==> config.mk <==
export PLATFORM = sky130hd
export DESIGN_NAME = fffl_cmp
export DESIGN_NICKNAME = d
export VERILOG_FILES = /design/src/rtl/first_fit_free_list_allocator_defines.svh /design/src/rtl/fffl_pkg.sv /design/src/rtl/fffl_cmp.sv
export SDC_FILE = /design/constraint.sdc
export NUM_CORES = 1
export LEC_CHECK = 0
export BUFFER_PORTS_ARGS = -buffer_cell sky130_fd_sc_hd__buf_2
export CORE_UTILIZATION = 49
export DETAILED_ROUTE_END_ITERATION = 6
export GPL_ROUTABILITY_DRIVEN = 0
export PLACE_DENSITY = 0.92
export SYNTH_ARGS = -nofsm -noshare
export SYNTH_HDL_FRONTEND = slang
export SYNTH_SLANG_ARGS = --single-unit
==> constraint.sdc <==
create_clock -name vclk -period 3.6
set_clock_uncertainty 0.2 [all_clocks]
set_input_delay 0.36 -clock vclk [all_inputs]
set_output_delay 0.36 -clock vclk [all_outputs]
set_load 0.02 [all_outputs]
==> src/rtl/first_fit_free_list_allocator_defines.svh <==
// assertion macros shared by the allocator rtl
`ifndef FIRST_FIT_FREE_LIST_ALLOCATOR_DEFINES_SVH
`define FIRST_FIT_FREE_LIST_ALLOCATOR_DEFINES_SVH

// same-cycle implication, clocked on clk_i, quiet while rst_ni is low
`define FFFL_ASSERT_NOW(lbl, ante, cons, msg) \
  lbl: assert property (@(posedge clk_i) disable iff (!rst_ni) (ante) |-> (cons)) \
    else $error(msg);

// next-cycle implication, clocked on clk_i, quiet while rst_ni is low
`define FFFL_ASSERT_NEXT(lbl, ante, cons, msg) \
  lbl: assert property (@(posedge clk_i) disable iff (!rst_ni) (ante) |=> (cons)) \
    else $error(msg);

`endif

==> src/rtl/fffl_pkg.sv <==
// shared types and constants of the first-fit free-list allocator
package fffl_pkg;

  // request action codes
  typedef enum logic {
    ACT_ALLOC = 1'b0,
    ACT_FREE  = 1'b1
  } action_e;

  // response status codes
  localparam logic STATUS_OK  = 1'b0;
  localparam logic STATUS_OOM = 1'b1;

  // register map (word index)
  localparam logic REG_HEAP_LIMIT = 1'b0;
  localparam logic [15:0] HEAP_LIMIT_RESET = 16'h8000;

  // heap granule
  localparam int unsigned ALIGN_BYTES = 8;
  localparam int unsigned ALIGN_SHIFT = 3;
  localparam logic [16:0] ALIGN_MASK  = 17'h00007;

  // width of the shared add-compare unit
  localparam int unsigned UNIT_W = 18;

  // strobes from the sequencer to the block store
  typedef struct packed {
    logic rd_en;
    logic size_we;
    logic next_we;
    logic prior_we;
    logic head_we;
  } store_ctl_t;

endpackage

==> src/rtl/fffl_cmp.sv <==
// shared add-compare unit: sum = a + b, ge = ref >= sum
module fffl_cmp
  import fffl_pkg::*;
(
  input  logic [UNIT_W-1:0] add_a_i,
  input  logic [UNIT_W-1:0] add_b_i,
  input  logic [UNIT_W-1:0] ref_i,
  output logic [UNIT_W-1:0] sum_o,
  output logic              ge_o
);

  assign sum_o = add_a_i + add_b_i;
  assign ge_o  = (ref_i >= sum_o);

endmodule

## After elaboration in Yosys (flattened, before gate mapping)

Index checks and enable logic that the tools add are counted.

| operators by class | value |
|---|---|
| order comparisons | 1 |
| add/subtract/negate cells | 1 |

Operator list:

| cell | count |
|---|---|
| adder 18 bit | 1 |
| greater-or-equal comparator 18 bit | 1 |

| storage, ports and cells | value |
|---|---|
| output and inout bits | 19 |
| bits in registers | 0 |
| logic and storage cells | 2 |
| input bits | 54 |

## Logic depth before layout (Yosys ltp)

Gate-level depths: netlist of the first run.

| logic depth | value |
|---|---|
| word-level depth | 2 |
| depth in mapped cells | 13 |
| depth with buffers taken out | 13 |

## Least setup slack after synthesis of the first run

OpenSTA, ideal clock, no wires.

| timing | value |
|---|---|
| path kind | in2out |
| from | input add_a_i[0] |
| to | output ge_o |
| stages | 13 |
| setup slack | 108 ps |
| data arrival time | 2,932 ps |
| buffers on the path | 0 |
| data required time | 3,040 ps |
| cells stage by stage | ha_1 inv_1 fa_1 nor2b_1 o211ai_1 a31oi_2 nor2_1 xor2_1 ha_1 nand2_1 o21ai_0 a41oi_1 o31ai_1 |

| on the way | value |
|---|---|
| word-level cells in the longest chain between the ends | 2 |

Ends and longest elaborated chain:

| item | RTL line | source |
|---|---|---|
| start: declaration | fffl_cmp.sv:5 | `input logic [UNIT_W-1:0] add_a_i,` |
| adder 18 bit | fffl_cmp.sv:12 | `assign sum_o = add_a_i + add_b_i;` |
| greater-or-equal comparator 18 bit | fffl_cmp.sv:13 | `assign ge_o = (ref_i >= sum_o);` |
| end: declaration | fffl_cmp.sv:9 | `output logic ge_o` |

Every way passes these cells.

## Worst setup path after layout of the first run

| timing | value |
|---|---|
| from | input add_a_i[4] |
| to | output ge_o |

The elaborated chain is that of the path after synthesis.

==> results of run 1 <==
## layout make-up
class / instances / area, um2
timing repair buffer: 87 / 485.5
tap: 31 / 38.79
multi-input combinational: 169 / 1431
fill: 209 / 773.2
inverter: 14 / 52.55
## logic make-up (layout without fill, tap and decap cells)
group / count (synthesis) / in the layout / synth area share
AND/OR/NAND/NOR: 44 / 44 / 0.1684
XOR/XNOR: 23 / 23 / 0.1390
adder cells (fa/ha/maj): 36 / 36 / 0.3161
AO/OA/AOI/OAI: 65 / 65 / 0.2962
multiplexers: 1 / 1 / 0.006909
buffers and inverters: 21 / 101 / 0.07340
## worst max path at each step
stage	from	to	slack, ns	depth (start not counted)
finish	add_a_i[4]	ge_o	0.05	13
detailed placement	add_a_i[0]	ge_o	-0.05	15
global placement	add_a_i[4]	ge_o	0.05	13
global route	add_b_i[0]	ge_o	-0.08	15
floorplan	add_a_i[0]	ge_o	0.11	13
CTS	add_a_i[4]	ge_o	0.002	13
## report_power, final
part	switching (W)	internal [W]	leakage [nW]
combinational	0.000293	0.000223	1.02
sequential	0	0	0
clock	0	0	0
## repair_timing
item,4_1_cts,5_1_grt
gates cloned,0,0
gates resized for setup,2,27
pin swaps,3,13
hold buffers,0,0
buffers inserted,1,5
endpoints found under the setup margin,1,1
## layer usage
metal,track usage,routed length [um]
met3,0.004608,199
met1,0.2962,1833
met2,0.4235,2061
met5,0,0
met4,0.01394,10
## cells in the final DEF (no fill, tap or decap), types with 2 or more instances in the layout
master,count
sky130_fd_sc_hd__buf_2,70
sky130_fd_sc_hd__nand4_1,3
sky130_fd_sc_hd__xnor2_1,12
sky130_fd_sc_hd__o211ai_1,2
sky130_fd_sc_hd__a31oi_1,2
sky130_fd_sc_hd__ha_2,6
sky130_fd_sc_hd__nor2_1,7
sky130_fd_sc_hd__a21o_1,7
sky130_fd_sc_hd__o21ai_2,2
sky130_fd_sc_hd__a21oi_1,21
sky130_fd_sc_hd__buf_4,15
sky130_fd_sc_hd__a41oi_2,2
sky130_fd_sc_hd__o21ai_1,3
sky130_fd_sc_hd__nand2b_1,3
sky130_fd_sc_hd__a221oi_1,2
sky130_fd_sc_hd__inv_1,13
sky130_fd_sc_hd__nand3_1,3
sky130_fd_sc_hd__nand2_1,12
sky130_fd_sc_hd__xor2_1,11
sky130_fd_sc_hd__and2_1,4
sky130_fd_sc_hd__buf_6,2
sky130_fd_sc_hd__o31ai_2,2
sky130_fd_sc_hd__ha_1,28
sky130_fd_sc_hd__o21ai_0,8
sky130_fd_sc_hd__a221o_1,2
sky130_fd_sc_hd__nor3_1,2
sky130_fd_sc_hd__a21oi_2,3
## through the flow
stage            util  setup TNS, ns  power (W)  instances  hold WS (ns)
6_report       0.7220              0  0.0005165        301        0.8562
5_1_grt        0.7220       -0.07775  0.0005640        301        0.8758
4_1_cts        0.6743              0  0.0004661        296        0.8907
3_5_place_dp   0.6685       -0.04839  0.0004594        295        0.8880
3_3_place_gp   0.6685              0  0.0004464        295        0.8873
2_1_floorplan       -              0  0.0003250        190        0.7367
## Yosys cell counts (2+ instances only)
cell	number	area, um2
sky130_fd_sc_hd__ha_1	35	437.9
sky130_fd_sc_hd__a21oi_1	23	115.1
sky130_fd_sc_hd__inv_1	14	52.55
sky130_fd_sc_hd__nand2_1	12	45.04
sky130_fd_sc_hd__o21ai_0	12	60.06
sky130_fd_sc_hd__xnor2_1	12	105.1
sky130_fd_sc_hd__xor2_1	11	96.34
sky130_fd_sc_hd__nor2_1	8	30.03
sky130_fd_sc_hd__a21o_1	7	52.55
sky130_fd_sc_hd__buf_4	5	37.54
sky130_fd_sc_hd__and2_1	4	25.02
sky130_fd_sc_hd__nand2b_1	3	18.77
sky130_fd_sc_hd__nand3_1	3	15.01
sky130_fd_sc_hd__nand4_1	3	18.77
sky130_fd_sc_hd__o31ai_1	3	22.52
sky130_fd_sc_hd__a221o_1	2	20.02
sky130_fd_sc_hd__a221oi_1	2	17.52
sky130_fd_sc_hd__a31oi_1	2	12.51
sky130_fd_sc_hd__a31oi_2	2	25.02
sky130_fd_sc_hd__a41oi_1	2	17.52
sky130_fd_sc_hd__nor2b_1	2	12.51
sky130_fd_sc_hd__nor3_1	2	10.01
sky130_fd_sc_hd__o211ai_1	2	15.01
==> impl_results.md, run 1 <==
* Least setup slack across all paths after layout at 0.05487 ns
* Top-level I/O count at 73
* Transition at the pin with the smallest max-transition slack at 0.4268 ns
* Height of the die at 56.38 um
* Wire length of the first global-routing pass at 6.023 mm
* Overall die width at 56.38 um
* Outcome: completed
* Total routed wirelength at 4.105 mm
* Number of clock buffer instances in the layout at 0
* Share of the cycle needed by the critical path after routing at 0.9848
* Max stage delay cell, worst path: sky130_fd_sc_hd__o41ai_2
* Cell class contributing the biggest share of worst-path delay: compound AO/OA/AOI/OAI gates
* Maximum number of pins on one net before global-route repair at 9
* Hold Path Depth at 3
* Overall fraction of global-route tracks in use at 0.2246
* Start point of the worst hold path: add_a_i[0]
* Nature of the critical path endpoint: output port
* Required time of the critical path at 3.04 ns
* Post-Place Worst Slack at -0.04839 ns
* Remaining design rule violation count at 0
* Number of nets produced by synthesis at 280
* Wire length per cell after detailed routing at 13.64 um
* Synthesized netlist cell count at 190
* Max IR drop VDD at 0.0001936 V
* # nets final at 362
* Hold Path End: sum_o[0]
* Max stage delay on crit path at 0.37 ns
* Initial drt markers at 65
* Antenna cells at 0
* ANT nets after route at 0
* Worst slew margin relative to its limit at 0.7136
* Die ar. at 0.003178 mm2
* Max Fanout on Critical Path at 4
* Yosys warning count at 0
* Data arrival time at the worst-slack endpoint at 2.99 ns
* Sequential cell count at 0
* Detailed-router iteration count before antenna repair at 5
* Final worst path period need at 3.545 ns
* Post-synthesis instance area at 0.001449 mm2
* Total of buffers placed on input and output ports at 73
* Critical path cell sequence: buf_2 -> ha_2 -> a21o_1 -> a31oi_4 -> a21oi_2 -> o41ai_2 -> xor2_1 -> ha_1 -> a21oi_1 -> o21ai_2 -> a211oi_2 -> o31ai_2 -> buf_4
* Layout cells sized above 1 at 0.4222
* P per Cell Area at 257.2 mW/mm2
* Crit path launch type: input pin
* Netlist cell types at 42
* Classification of the worst setup path: input pin to output port
* Final design area excluding fillers at 0.002008 mm2
* Count of buffer and inverter cells on the critical path at 2
* Sequential standard cell area at 0 um2
* Max-slew violation total from the final report at 0
* Routed via count at 1740
* Antenna violations before repair at 0
* Total placed instance area at 0.001859 mm2
* Setup violations, final at 0
* Synthesized area per cell at 7.626 um2
* Cell Rows at 19
* Final hold viol count at 0
* Dpl hpwl at 3.301 mm
* Initial standard-cell utilization of the core at 0.5209
* Routed via count divided by cell count at 5.781
* Worst Hold Class: input pin to output port
* Area of the placeable core at 0.002781 mm2
* Vias in the first global route at 1490
* FMAX at 0.2821 GHz
* Overflow left after global routing at 0
* Sequential share of the synthesized area at 0
* Reported leakage power at 1.016 nW
* RSZ-0062 raised after global routing: true
* Layout overhead on the synthesized area at 38.60%
* Number of violations of the max-capacitance limit at 0
(Power assumes the default switching activity.)
==> inputs of run 2 (changes only) <==
--- a/config.mk
+++ b/config.mk
@@ -6,9 +6,11 @@
 export NUM_CORES = 1
 export LEC_CHECK = 0
+export ABC_AREA = 1
 export BUFFER_PORTS_ARGS = -buffer_cell sky130_fd_sc_hd__buf_2
-export CORE_UTILIZATION = 49
+export CORE_UTILIZATION = 50
 export DETAILED_ROUTE_END_ITERATION = 6
 export GPL_ROUTABILITY_DRIVEN = 0
 export PLACE_DENSITY = 0.92
+export SKIP_LAST_GASP = 1
 export SYNTH_ARGS = -nofsm -noshare
 export SYNTH_HDL_FRONTEND = slang
==> constraint.sdc (replaced) <==
create_clock -name vclk -period 3.6
set_clock_uncertainty 0.2 [all_clocks]
set_input_delay 0.54 -clock vclk [all_inputs]
set_output_delay 0.54 -clock vclk [all_outputs]
set_load 0.02 [all_outputs]
==> run 2 against run 1 <==
Against the previous run:
- the run now ends with DRC, setup timing left
- worst hold slack improved by 0.36 ns
- final area is 6.5% higher
- non-clock buffer count is 8 lower
- sequential cell count did not move
- via count grew 20%
- global-route usage up 3.8 points
- sequential share of layout area unchanged
- core utilization rose by 3.4 points
- largest cell class unchanged
==> impl_results.md, run 2 <==
* Outcome: finished with violations
* Failing checks: DRC, setup timing
* Max stage delay cell, worst path: sky130_fd_sc_hd__ha_1
* Detailed-router iteration count before antenna repair at 6 (+1)
* Worst slew margin relative to its limit at 0.7638 (+0.05029)
* Data arrival time at the worst-slack endpoint at 2.88 ns (-0.11 ns)
* Portion of total power attributed to sequential cells at 0 (unchanged)
* Final hold viol count at 0 (unchanged)
* P per Cell Area at 235.6 mW/mm2 (-8.4%)
* Post-synthesis cell type with the largest combined area: sky130_fd_sc_hd__ha_1
* Post-Place Worst Slack at -0.05884 ns (-0.01045 ns)
* Number of clock buffer instances in the layout at 0 (unchanged)
* Sequential standard cell area at 0 um2 (unchanged)
* Net switching fraction of the power at 0.6093 (+0.04177)
* Layout cells sized above 1 at 0.3409 (-0.08131)
* Dpl hpwl at 3.779 mm (+14%)
* Final worst path period need at 3.616 ns (+0.07112 ns)
* Required time of the critical path at 2.86 ns (-0.18 ns)
* Share of the cycle needed by the critical path after routing at 1.005 (+0.01976)
* Sequential cell count at 0 (unchanged)
* Nature of the critical path endpoint: output port
* Net switching power of the design at 0.0003070 W (+4.7%)
* Number of violations of the max-capacitance limit at 0 (unchanged)
* Cell class contributing the biggest share of worst-path delay: simple AND/OR/NAND/NOR gates
* ANT nets after route at 0 (unchanged)
* Wire length per cell after detailed routing at 13.10 um (-3.9%)
* Antenna violations before repair at 0 (unchanged)
* Routed via count divided by cell count at 5.460 (-5.6%)
* Post-synthesis instance area at 0.001531 mm2 (+5.7%)
* Layout overhead on the synthesized area at 39.62%
* Classification of the worst setup path: input pin to output port
* Top-level I/O count at 73 (unchanged)
* Most common cell in the netlist: sky130_fd_sc_hd__nand2_1
* Remaining design rule violation count at 6 (+6)
* Worst path most repeated cell: sky130_fd_sc_hd__nand2_1
* Initial standard-cell utilization of the core at 0.5414 (+0.02044)
* Count of fill cells added during filler insertion at 232 (+11%)
* Max-slew violation total from the final report at 0 (unchanged)
* Synthesized netlist cell count at 273 (+44%)
* Reported leakage power at 1.310 nW (+29%)
* Area contributors post-synth: sky130_fd_sc_hd__ha_1, sky130_fd_sc_hd__nand2_1, sky130_fd_sc_hd__inv_1
* Height of the die at 57.35 um (+1.7%)
* Transition at the pin with the smallest max-transition slack at 0.3515 ns (-0.07528 ns)
* Share of Yosys cell area claimed by the top area cell type at 0.2859 (-0.01630)
* Max Fanout on Critical Path at 6 (+2)
* Total routed wirelength at 5.018 mm (+22%)
* Netlist cell types at 20 (-52%)
* Max IR drop VDD at 0.0001190 V (-39%)
* Area of the placeable core at 0.002829 mm2 (+1.7%)
* Number of nets produced by synthesis at 363 (+30%)
* Wire length of the first global-routing pass at 7.120 mm (+18%)
* Sequential share of the synthesized area at 0 (unchanged)
* Overall fraction of global-route tracks in use at 0.2629 (+0.03829)
* Internal at 0.0001968 W (-12%)
* Synthesized area per cell at 5.610 um2 (-26%)
* Maximum number of pins on one net before global-route repair at 8 (-1)
* Initial drt markers at 178 (+170%)
* Clock network fraction of total power at 0 (unchanged)
* Max stage delay on crit path at 0.38 ns (about the same)
* Die ar. at 0.003288 mm2 (+3.5%)
* Yosys warning count at 0 (unchanged)
* Crit path launch type: input pin
* Share of power burned in combinational logic at 1.000 (about the same)
* RSZ-0062 raised after global routing: true
* Final core area utilization at 0.7559 (+0.03386)
* Tightest hold margin at 1.219 ns (+0.3628 ns)
* Overall die width at 57.35 um (+1.7%)
* Setup violations, final at 1 (+1)
* Highest-count cells in the layout ignoring fill and taps: sky130_fd_sc_hd__nand2_1, sky130_fd_sc_hd__buf_2, sky130_fd_sc_hd__inv_1
* Cell Rows at 19 (unchanged)
* Final standard cell count with taps included and fillers excluded at 383 (+27%)
* Worst Hold Class: input pin to output port
* Leading cell type in the layout, fill and taps excluded: sky130_fd_sc_hd__nand2_1
* Total of buffers placed on input and output ports at 73 (unchanged)
* Overflow left after global routing at 0 (unchanged)
* FMAX at 0.2765 GHz (-2.0%)
* Post-Place Cells at 382 (+29%)
* Antenna cells at 0 (unchanged)
* Vias in the first global route at 1794 (+20%)
* Critical path cell sequence: buf_2 -> ha_1 -> nand2_2 -> nor2_2 -> inv_1 -> nor2_1 -> nor2_2 -> nand3_1 -> nand2_1 -> ha_1 -> a21oi_1 -> o21ai_0 -> nand2_1 -> nand2_1 -> nand3b_1 -> buf_6
* Routed via count at 2091 (+20%)
* # nets final at 444 (+23%)
* Most common library cells after synthesis: sky130_fd_sc_hd__nand2_1, sky130_fd_sc_hd__inv_1, sky130_fd_sc_hd__ha_1, sky130_fd_sc_hd__a21oi_1, sky130_fd_sc_hd__nand3_1
* Least setup slack across all paths after layout at -0.01625 ns (-0.07112 ns)
* Count of buffer and inverter cells on the critical path at 3 (+1)
## run 2: changes by cell type after synthesis, moves of 4 or more
cell	previous run	this run
sky130_fd_sc_hd__xnor2_1	12	8
sky130_fd_sc_hd__nor2_1	8	15
sky130_fd_sc_hd__nand2_2	0	5
sky130_fd_sc_hd__a21o_1	7	0
sky130_fd_sc_hd__and2_1	4	0
sky130_fd_sc_hd__buf_4	5	0
sky130_fd_sc_hd__xor2_1	11	3
sky130_fd_sc_hd__o21ai_0	12	8
sky130_fd_sc_hd__inv_1	14	49
sky130_fd_sc_hd__nand3_1	3	22
sky130_fd_sc_hd__nand2_1	12	93
## run 2: timing repair
item	CTS	global route
setup endpoints to repair	1	1
setup buffers	0	1
resized for setup	4	35
hold buffers	0	0
pin swaps	0	17
## run 2: final timing paths
check                    from        to  slack, ns  cells after the start
setup / recovery  add_a_i[11]      ge_o      -0.02                     16
hold / removal     add_a_i[0]  sum_o[0]       1.22                      3
## run 2: power by group through the flow
stage,clock network (W),registers [W],logic [W]
after floorplan,0,0,0.000307
after global placement,0,0,0.000430
after detailed placement,0,0,0.000445
after CTS,0,0,0.000450
after global routing,0,0,0.000555
final,0,0,0.000504
## run 2: metal layers
metal	global-route usage	wire length [um]
met1	0.3306	2017
met2	0.4950	2581
met3	0.01587	326
met4	0.04181	92
met5	0	0
## run 2: final cells by class
| class | count | area [um2] | area share |
|---|---|---|---|
| tap | 31 | 38.79 | 0.01814 |
| inverter | 49 | 183.9 | 0.08602 |
| multi-input combinational | 224 | 1486 | 0.6951 |
| timing repair buffer | 79 | 429.2 | 0.2007 |
## run 2: cell families after synthesis
kind of cell    Yosys count  synth area share
compound gates           34            0.1193
xor+xnor                 11           0.06291
fa+ha+maj                36            0.2990
buf+inv                  49            0.1201
simple gates            143            0.3987
## run 2: through the flow
stage | TNS [ns] | total power [W] | instance area, um2
after floorplan | 0 | 0.0003072 | 1531
after global placement | 0 | 0.0004296 | 1973
after detailed placement | -0.05884 | 0.0004447 | 1973
after CTS | 0 | 0.0004503 | 1983
after global routing | -0.2261 | 0.0005547 | 2138
final | -0.01625 | 0.0005038 | 2138
