### src/rtl/first_fit_free_list_allocator_defines.svh
// assertion macros shared by the allocator rtl
`ifndef FIRST_FIT_FREE_LIST_ALLOCATOR_DEFINES_SVH
`define FIRST_FIT_FREE_LIST_ALLOCATOR_DEFINES_SVH

// same-cycle implication, clocked on clk_i, quiet while rst_ni is low
`define FFFL_ASSERT_NOW(lbl, ante, cons, msg) \
  lbl: assert property (@(posedge clk_i) disable iff (!rst_ni) (ante) |-> (cons)) \
    else $error(msg);

// next-cycle implication, clocked on clk_i, quiet while rst_ni is low
`define FFFL_ASSERT_NEXT(lbl, ante, cons, msg) \
  lbl: assert property (@(posedge clk_i) disable iff (!rst_ni) (ante) |=> (cons)) \
    else $error(msg);

`endif

### src/rtl/fffl_pkg.sv
// shared types and constants of the first-fit free-list allocator
package fffl_pkg;

  // request action codes
  typedef enum logic {
    ACT_ALLOC = 1'b0,
    ACT_FREE  = 1'b1
  } action_e;

  // response status codes
  localparam logic STATUS_OK  = 1'b0;
  localparam logic STATUS_OOM = 1'b1;

  // register map (word index)
  localparam logic REG_HEAP_LIMIT = 1'b0;
  localparam logic [15:0] HEAP_LIMIT_RESET = 16'h8000;

  // heap granule
  localparam int unsigned ALIGN_BYTES = 8;
  localparam int unsigned ALIGN_SHIFT = 3;
  localparam logic [16:0] ALIGN_MASK  = 17'h00007;

  // width of the shared add-compare unit
  localparam int unsigned UNIT_W = 18;

  // strobes from the sequencer to the block store
  typedef struct packed {
    logic rd_en;
    logic size_we;
    logic next_we;
    logic prior_we;
    logic head_we;
  } store_ctl_t;

endpackage

### src/rtl/fffl_apb.sv
// apb register slave holding the heap limit
module fffl_apb
  import fffl_pkg::*;
(
  input  logic        clk_i,
  input  logic        rst_ni,
  input  logic        psel,
  input  logic        penable,
  input  logic        pwrite,
  input  logic [2:0]  paddr,
  input  logic [31:0] pwdata,
  output logic [31:0] prdata,
  output logic        pready,
  output logic [15:0] heap_limit_o
);

  logic [15:0] heap_limit_q;
  logic        hit;

  assign hit    = (paddr[2] == REG_HEAP_LIMIT);
  assign pready = 1'b1;

  always_ff @(posedge clk_i or negedge rst_ni) begin
    if (!rst_ni) begin
      heap_limit_q <= HEAP_LIMIT_RESET;
    end else if (psel && penable && pwrite && hit) begin
      heap_limit_q <= pwdata[15:0];
    end
  end

  always_comb begin
    prdata = '0;
    if (hit) begin
      prdata = {16'b0, heap_limit_q};
    end
  end

  assign heap_limit_o = heap_limit_q;

endmodule

### config.mk
export PLATFORM = sky130hd
export DESIGN_NAME = fffl_apb
export DESIGN_NICKNAME = d
export VERILOG_FILES = /design/src/rtl/first_fit_free_list_allocator_defines.svh /design/src/rtl/fffl_pkg.sv /design/src/rtl/fffl_apb.sv
export SDC_FILE = /design/constraint.sdc
export NUM_CORES = 1
export LEC_CHECK = 0
export ABC_AREA = 1
export BUFFER_PORTS_ARGS = -buffer_cell sky130_fd_sc_hd__buf_2
export CAP_MARGIN = 20
export CORE_MARGIN = 5
export CORE_UTILIZATION = 35
export CTS_CLUSTER_DIAMETER = 150
export CTS_CLUSTER_SIZE = 25
export DETAILED_ROUTE_END_ITERATION = 12
export PLACE_DENSITY = 0.77
export SYNTH_ARGS = -nofsm -noshare
export SYNTH_HDL_FRONTEND = slang
export SYNTH_SLANG_ARGS = --single-unit
### constraint.sdc
create_clock -name clk_i -period 0.9 [get_ports clk_i]
set_input_delay 0.09 -clock clk_i [delete_from_list [all_inputs] [get_ports clk_i]]
set_output_delay 0.09 -clock clk_i [all_outputs]
set_load 0.05 [all_outputs]
# == Word level (Yosys, flattened, before mapping) ==
# Cells that the tools add are included.
# word_totals
elab_cells,6
register_bits,16
inputBits,40
# op_classes
bitwise,1
n_reduce_logical,3
muxes,1
# op_table
op,count
16-bit 2-to-1 mux,1
1-bit logical AND,3
1-bit inverter,1

# == Logic depth before layout (Yosys ltp) ==
# Gate-level depths: netlist (run 1).
# depth
word_depth,3
depth_mapped,6

# == Worst setup path after synthesis (run 1) ==
# Ideal clock, no wire load.
# synth_path
path_type,register to output
startpoint,"register heap_limit_q[15], in the netlist heap_limit_o[15]"
endpoint,output port prdata[15]
path_stages_with_launch,3
arrival_time_ps,1397
path_slack_ps,-587
required_time_ps,810
cell_sequence,dfstp_2 -> inv_1 -> nor2_1
# synth_between
elab_chain_len,1
# synth_rtl
item,line_no,source
"start, declared",fffl_apb.sv:17,logic [15:0] heap_limit_q;
"start signal, assigned",fffl_apb.sv:27,heap_limit_q <= pwdata[15:0];
16-bit 2-to-1 mux,fffl_apb.sv:33,if (hit) begin
"end, declared",fffl_apb.sv:12,"output logic [31:0] prdata,"
# No other way between the ends.

# == Final worst setup path (run 1) ==
# Ends and elaborated chain as after synthesis.

==> results of run 1 <==
[area by class of cell]
| cell class | instances | area share (%) |
|---|---|---|
| repair buffers | 68 | 37.7 |
| multi-input cells | 84 | 28.7 |
| flip-flops and latches | 16 | 25.1 |
| inverters | 18 | 4.04 |
| well taps | 30 | 2.25 |
| clock buffers | 4 | 2.17 |
[critical path: stages (launching register included)]
cell     delay, ns
dfstp_2       0.55
inv_2         0.04
nor2_4        0.09
buf_8         0.15
[power groups by stage]
stage                     clock network (uW)  logic [uW]  registers, uW
after floorplan                            0         895           1500
after global placement                     0        1650           1020
after detailed placement                   0        1670           1030
after CTS                                479        2030           1040
after global routing                     518        2220           1060
final                                    465        2100           1040
[Yosys cell counts, drive strengths merged]
library cell  count
dfrtp            15
nor2             17
dfstp             1
buf              22
nand3            16
conb              2
nand2            34
inv              18
[metal layers]
layer  part of all wire, %  vias to the layer above  track usage [%]
met3                   6.8                        2             2.07
met2                    58                       44             34.7
met1                    34                      440             17.7
li1                      -                      464                -
met4                  0.86                        0             4.55
met5                     0                        -                0
[through the flow]
step / instance area, um2 / instances / worst slack [ns] / util (%) / setup TNS [ns]
floorplan: 1130 / 140 / -0.239 / - / -1.24
global placement: 1340 / 208 / -0.0888 / 52.9 / -0.0888
detailed placement: 1340 / 208 / -0.0934 / 52.9 / -0.0934
CTS: 1630 / 218 / -0.285 / 64.8 / -4.05
global route: 1670 / 220 / -0.332 / 66.3 / -5.34
finish: 1670 / 220 / -0.299 / 66.3 / -4.05
[repair_timing]
action / CTS / global route
gates resized for setup: 68 / 6
endpoints found under the setup margin: 32 / 32
hold buffers: 1 / 0
buffers inserted: 5 / 2
pin swaps: 11 / 1
endpoints found under the hold margin: 15 / 0
[worst max-delay path by stage]
stage | depth (start not counted) | from | slack (ns) | to
floorplan | 2 | heap_limit_o[15]$_DFFE_PN1P_ | -0.24 | prdata[15]
global placement | 3 | heap_limit_o[15]$_DFFE_PN1P_ | -0.09 | prdata[15]
detailed placement | 3 | heap_limit_o[15]$_DFFE_PN1P_ | -0.09 | prdata[15]
finish | 3 | heap_limit_o[15]$_DFFE_PN1P_ | -0.30 | prdata[15]
global route | 3 | heap_limit_o[15]$_DFFE_PN1P_ | -0.33 | prdata[15]
CTS | 3 | heap_limit_o[15]$_DFFE_PN1P_ | -0.28 | prdata[15]
[logic make-up after synthesis]
family	count (synthesis)	share of synthesized area [%]
other	2	0.799
buffers and inverters	40	25.0
and+or+nand+nor	67	31.4
DFF	16	42.7
==> results.toml, run 1 <==
[run_status]
outcome = "complete, but fails checks"
violations = "setup timing"

[global_route]
grt_pass1_wl_mm = 4.74
grt_pass1_vias = 1022
grt_usage_pct = 16.9
grt_max_degree = 17
grt_overflow = 0
antenna_found_initial = 0

[pwr]
power.total_uw = 3610
p_switching_uw = 1750
vdd_drop_max_v = 0.00124
power_frac_seq_pct = 28.8
power_switching_share_pct = 48.6
power_frac_comb_pct = 58.3
pwr-share-clk_pct = 12.9
p_leak_uw = 0.000880
p_int_uw = 1860
power_density_nw_per_um2 = 2160

[clock_tree]
clk-insertion-delay-late_ns = 0.27
cts_tree = "yes"
clockBufferDepth = 2
root_buffer = "clkbuf_4"
htreeDepth = 1
clkSlewWorstSetupHoldPaths_ns = 0.09
cts_buffers = 3
cts.sinks = 16

[die]
boundaryPins = 89
die_area_um2 = 3820
die_y_um = 61.8
start_util_pct = 37.3
coreArea_um2 = 2520
rows = 18
die_x_um = 61.8

[route]
drt-total-wl_mm = 2.91
firstDrtPassIters = 4
postRouteAntennaNets = 0
viasPerCell = 4.32
via_count = 950
initialDrtViolationCount = 20
route.detailed.drc = 0
post_drt_wl_per_cell_um = 13.2

[setup_path]
crit_path_start_kind = "flip-flop"
end_kind = "output port"
crit_type = "flip-flop to output port"
crit_required_ns = 0.81
path_max_fanout = 2
rr_startpoint = "heap_limit_o[12]$_DFFE_PN0P_"
crit_arrival_ns = 1.11
ff2ff_path_depth = 4
regToRegSetupSlack_ns = 0.02
r2r_end = "heap_limit_o[12]$_DFFE_PN0P_"

[placement]
io_buffers = 53
place.gp.congestion = 0.713
hpwl_mm = 1.91

[min_path]
hp-start = "pwdata[15]"
min_to = "heap_limit_o[15]$_DFFE_PN1P_"
whs_path_depth = 3
hp-class = "primary input to flip-flop"

[final_layout]
area_growth_pct = 77.9
drive_gt1_share_pct = 64.2
regArea_um2 = 420
multiInputGateArea_um2 = 479
antenna_cells = 0
n_fill_cell = 203
final_cell_mix = "nand2_1, buf_6, buf_2"
final_nets = 231
layout_commonest_cell = "nand2_1"
largest_reg_flops = 16

[yosys]
yosys.cell_types.count = 13
yosysTopAreaCellShare_pct = 39.9
synth-seq-area-share_pct = 42.7
synth_area_per_cell_um2 = 7.52
synthTopCellsByArea = "dfrtp_1, buf_4, nand2_1"
synth_cells = 125
synth_top_area_cell = "dfrtp_1"
synth-seq-cells = 16
synth_area_um2 = 940
synth_warnings = 0

[sta]
finalCriticalPeriod_ns = 1.20
period_share_pct = 133
hold_slack_ns = 0.0279
timing.final.ws_setup_ns = -0.299
skew_ns = 0
final_max_slew_viol_count = 0
rsz0062_at_grt = "true"
fmax_mhz = 834
finalHoldViolations = 0
finalSetupViolCount = 32

[flow_run]
max_cap_viol_count = 0
Note: power is estimated with default switching activity, not from simulation.
==> inputs of run 2 (changes only) <==
RECOVER_POWER = 50   (was unset)
==> run 2 against run 1 <==
Effect of this change:
- the flow still finishes with violations (setup timing)
- sequential cell count unchanged
- wire length about the same
- hold slack unchanged
- via count unchanged
- die area unchanged
- clock skew unchanged
- cell area unchanged
- clock-buffer cell count unchanged
- maximum frequency unchanged
==> results.toml, run 2 (same netlist as run 1, synthesis figures left out) <==
[flow_run]
max_cap_viol_count = 0

[final_layout]
largest_reg_flops = 16
final_cells = 220
area_growth_pct = 77.9
drive_gt1_share_pct = 64.2
final_cell_mix = "nand2_1, buf_6, buf_2"
final_nets = 231
fin_util_pct = 66.3
final_area_um2 = 1670
antenna_cells = 0
layout_commonest_cell = "nand2_1"

[route]
firstDrtPassIters = 4
drt-total-wl_mm = 2.91
via_count = 950
postRouteAntennaNets = 0
route.detailed.drc = 0
post_drt_wl_per_cell_um = 13.2
initialDrtViolationCount = 20
viasPerCell = 4.32

[clock_tree]
cts_tree = "yes"
clkSlewWorstSetupHoldPaths_ns = 0.09
htreeDepth = 1
root_buffer = "clkbuf_4"
cts.sinks = 16
cts_buffers = 3
clk-insertion-delay-late_ns = 0.27
clockBufferDepth = 2

[run_status]
outcome = "complete, but fails checks"
violations = "setup timing"

[sta]
timing.final.ws_setup_ns = -0.299
fmax_mhz = 834
skew_ns = 0
rsz0062_at_grt = "true"
finalHoldViolations = 0
finalSetupViolCount = 32
finalCriticalPeriod_ns = 1.20
final_max_slew_viol_count = 0
period_share_pct = 133

[placement]
dp.cells = 208
place_area_um2 = 1340
io_buffers = 53
pre_cts_ws_ns = -0.0934
place.gp.congestion = 0.713
hpwl_mm = 1.91

[setup_path]
end_kind = "output port"
crit_type = "flip-flop to output port"
path_max_fanout = 2
crit_arrival_ns = 1.11
crit_path_start_kind = "flip-flop"
crit_required_ns = 0.81

[pwr]
vdd_drop_max_v = 0.00124
power_density_nw_per_um2 = 2160
p_leak_uw = 0.000880

[die]
die_y_um = 61.8
rows = 18
die_area_um2 = 3820
coreArea_um2 = 2520
die_x_um = 61.8
start_util_pct = 37.3
boundaryPins = 89

[global_route]
grt_pass1_vias = 1022
grt_overflow = 0
grt_max_degree = 17
grt_pass1_wl_mm = 4.74
antenna_found_initial = 0
grt_usage_pct = 16.9

[min_path]
hp-class = "primary input to flip-flop"
[run 2: cell types whose count changed in the layout (fill, tap and decap cells not counted), sizes merged]
| cell | before | now |
|---|---|---|
| buf | 67 | 66 |
| clkbuf | 4 | 5 |
[run 2: path summary, 6_finish.rpt]
kind	start	to	slack, ns	depth (start not counted)
worst min-delay path	pwdata[15]	heap_limit_o[15]$_DFFE_PN1P_	0.03	3
worst min register to register	heap_limit_o[9]$_DFFE_PN0P_	heap_limit_o[9]$_DFFE_PN0P_	0.53	2
worst max-delay path	heap_limit_o[15]$_DFFE_PN1P_	prdata[15]	-0.30	3
max in group asynchronous	rst_ni	heap_limit_o[15]$_DFFE_PN1P_	0.32	2
worst max register to register	heap_limit_o[12]$_DFFE_PN0P_	heap_limit_o[12]$_DFFE_PN0P_	0.02	4
min in group asynchronous	rst_ni	heap_limit_o[4]$_DFFE_PN0P_	0.26	2
[run 2: what timing repair did]
item / in CTS / in global routing
endpoints found under the setup margin: 32 / 32
resized for setup: 68 / 6
setup buffers: 5 / 2
endpoints found under the hold margin: 15 / 0
hold buffers: 1 / 0
pin swaps: 11 / 1
[run 2: final cells by class]
type                            instances  area (um2)
Timing Repair Buffer                   68         631
Clock buffer                            4        36.3
Inverter                               18        67.6
Fill cell                             203         851
Multi-Input combinational cell         84         479
Tap cell                               30        37.5
Sequential cell                        16         420
[run 2: power breakdown]
part | leakage [uW] | switching (uW) | total, uW | internal [uW]
registers | 0.000180 | 156 | 1040 | 884
clock network | 0.0000210 | 220 | 465 | 246
logic | 0.000679 | 1380 | 2100 | 726
total | 0.000880 | 1750 | 3610 | 1860
[run 2: critical path: stages (launching register included)]
cell,delay [ns]
dfstp_2,0.55
inv_2,0.04
nor2_4,0.09
buf_8,0.15
[run 2: through the flow]
| step | TNS, ns | power, uW | hold slack (ns) |
|---|---|---|---|
| floorplan | -1.24 | 2390 | -0.206 |
| CTS | -4.05 | 3540 | 0.0172 |
| finish | -4.05 | 3610 | 0.0279 |
| global placement | -0.0888 | 2670 | 0.0169 |
| global route | -5.34 | 3800 | 0.0229 |
| detailed placement | -0.0934 | 2690 | 0.0196 |
[run 2: layer usage]
metal	routed length [um]	up-vias	track usage [%]
met1	989	440	17.7
met2	1690	44	34.7
li1	-	464	-
met5	0	-	0
met4	25	0	4.55
met3	199	2	2.07
==> inputs of run 3 (changes only) <==
BUFFER_PORTS_ARGS = unset   (was -buffer_cell sky130_fd_sc_hd__buf_2)
DONT_BUFFER_PORTS = 1   (was unset)
PLACE_DENSITY = unset   (was 0.77)
==> run 3 against run 2 <==
Effect of this change:
- the run ends with hold timing, setup timing left
- total power up 3.8%
- non-clock buffer count down 11
- wire length down 3.6%
- sequential power about the same
- clock-buffer cell count unchanged
- critical path depth unchanged
- die area unchanged
- final cell count down 5.0%
- core utilization up 7.1 points
- global-route usage down 1.8 points
- maximum frequency down 1.3%
- cell area up 11%
- critical path type unchanged
- critical endpoint unchanged
- highest routed layer unchanged
==> results.toml, run 3 (same netlist as run 1, synthesis figures left out) <==
[run_status]
outcome = "complete, but fails checks"
violations = "hold timing, setup timing"

[final_layout]
largest_reg_flops = 16
layout_commonest_cell = "nand2_1"
n_fill_cell = 176
final_area_um2 = 1850
regArea_um2 = 420
final_nets = 220
multiInputGateArea_um2 = 479
final_cells = 209
fin_util_pct = 73.4
antenna_cells = 0
drive_gt1_share_pct = 52.5
final_cell_mix = "nand2_1, buf_12, inv_2, conb_1"
area_growth_pct = 97.1

[sta]
finalHoldViolations = 15
rsz0062_at_grt = "true"
final_max_slew_viol_count = 0
fmax_mhz = 823
finalCriticalPeriod_ns = 1.22
slew_headroom_pct = 43.7
tightest_slew_ns = 0.844
finalSetupViolCount = 32
period_share_pct = 135
skew_ns = 0
timing.final.ws_setup_ns = -0.316
hold_slack_ns = -0.120
tns_ns = -4.28

[route]
dr_wl_met2_mm = 1.49
firstDrtPassIters = 4
initialDrtViolationCount = 32
post_drt_wl_per_cell_um = 13.4
drt-total-wl_mm = 2.81
dr.max_layer_used = "met4"
wl_met1_mm = 1.04
via_count = 916
route.detailed.drc = 0
met3_length_um = 224
postRouteAntennaNets = 0
viasPerCell = 4.38

[placement]
io_buffers = 0
place.gp.congestion = 0.692
hpwl_mm = 1.99
dp.cells = 182
place_area_um2 = 1550

[setup_path]
crit_path_start_kind = "flip-flop"
end_kind = "output port"
crit_type = "flip-flop to output port"
crit_arrival_ns = 1.13
crit_required_ns = 0.81
path_max_fanout = 3

[global_route]
grt_overflow = 0
antenna_found_initial = 0
grt_pass1_wl_mm = 4.24
grt_usage_pct = 15.2
grt_pass1_vias = 883
grt_max_degree = 18

[pwr]
vdd_drop_max_v = 0.00146
pwr-share-clk_pct = 10.3
p_switching_uw = 1740
power_density_nw_per_um2 = 2020
power_frac_comb_pct = 61.9
power_switching_share_pct = 46.4
p_leak_uw = 0.000877
p_int_uw = 2010
power_frac_seq_pct = 27.7

[flow_run]
max_cap_viol_count = 0

[clock_tree]
clockBufferDepth = 2
cts_buffers = 3
clkSlewWorstSetupHoldPaths_ns = 0.09
ctsHoldBuffers = 17
root_buffer = "clkbuf_4"
cts.sinks = 16
clk-insertion-delay-late_ns = 0.27
htreeDepth = 1
cts_tree = "yes"

[die]
die_x_um = 61.8
die_area_um2 = 3820
boundaryPins = 89
die_y_um = 61.8
start_util_pct = 37.3
coreArea_um2 = 2520
rows = 18

[min_path]
hp-class = "primary input to async pin"
==> run 3: final timing paths <==
| kind | startpoint | to | slack (ns) | depth (start not counted) |
|---|---|---|---|---|
| worst min register to register | heap_limit_o[15]$_DFFE_PN1P_ | heap_limit_o[15]$_DFFE_PN1P_ | 0.51 | 2 |
| worst max-delay path | heap_limit_o[15]$_DFFE_PN1P_ | prdata[15] | -0.32 | 3 |
| max in group asynchronous | rst_ni | heap_limit_o[8]$_DFFE_PN0P_ | 0.44 | 1 |
| worst min-delay path | rst_ni | heap_limit_o[14]$_DFFE_PN0P_ | -0.12 | 1 |
| worst max register to register | heap_limit_o[13]$_DFFE_PN0P_ | heap_limit_o[13]$_DFFE_PN0P_ | 0.12 | 3 |
| min in group clk_i | paddr[2] | heap_limit_o[15]$_DFFE_PN1P_ | 0.10 | 4 |
==> run 3: timing repair <==
| action | 4_1_cts | 5_1_grt |
|---|---|---|
| resized for setup | 12 | 4 |
| buffers inserted | 3 | 3 |
| hold endpoints to repair | 32 | 15 |
| endpoints found under the setup margin | 32 | 47 |
| pin swaps | 15 | 5 |
==> run 3: cell type report <==
| type | instances | share of cell area, % |
|---|---|---|
| Timing Repair Buffer | 57 | 44.3 |
| Sequential cell | 16 | 22.7 |
| Inverter | 18 | 3.65 |
| Tap cell | 30 | 2.03 |
| Clock buffer | 4 | 1.42 |
| Multi-Input combinational cell | 84 | 25.9 |
==> run 3: through the flow <==
| stage | setup WS (ns) | hold WS [ns] | power [uW] |
|---|---|---|---|
| final | -0.316 | -0.120 | 3750 |
| after global routing | -0.367 | -0.0396 | 3930 |
| after CTS | -0.329 | 0.0986 | 3710 |
| after detailed placement | -0.0318 | -0.205 | 3120 |
| after global placement | -0.0183 | -0.205 | 3080 |
| after floorplan | -0.239 | -0.206 | 2390 |
==> run 3: power by group through the flow <==
stage          Sequential [uW]  Combinational [uW]  Clock [uW]
3_3_place_gp              1040                2040           0
3_5_place_dp              1050                2060           0
6_report                  1040                2320         387
4_1_cts                   1050                2260         404
2_1_floorplan             1500                 895           0
5_1_grt                   1060                2430         437
==> run 3: worst max-delay path, stage by stage, from the launching register on <==
cell and delay, ns:
dfstp_2 0.57, inv_2 0.05, nor2_4 0.09, buf_12 0.14
==> run 3: layer usage <==
layer,track usage (%),vias to the layer above
met5,0,-
met4,6.36,0
met3,2.07,4
met2,27.7,51
met1,17.6,420
li1,-,441
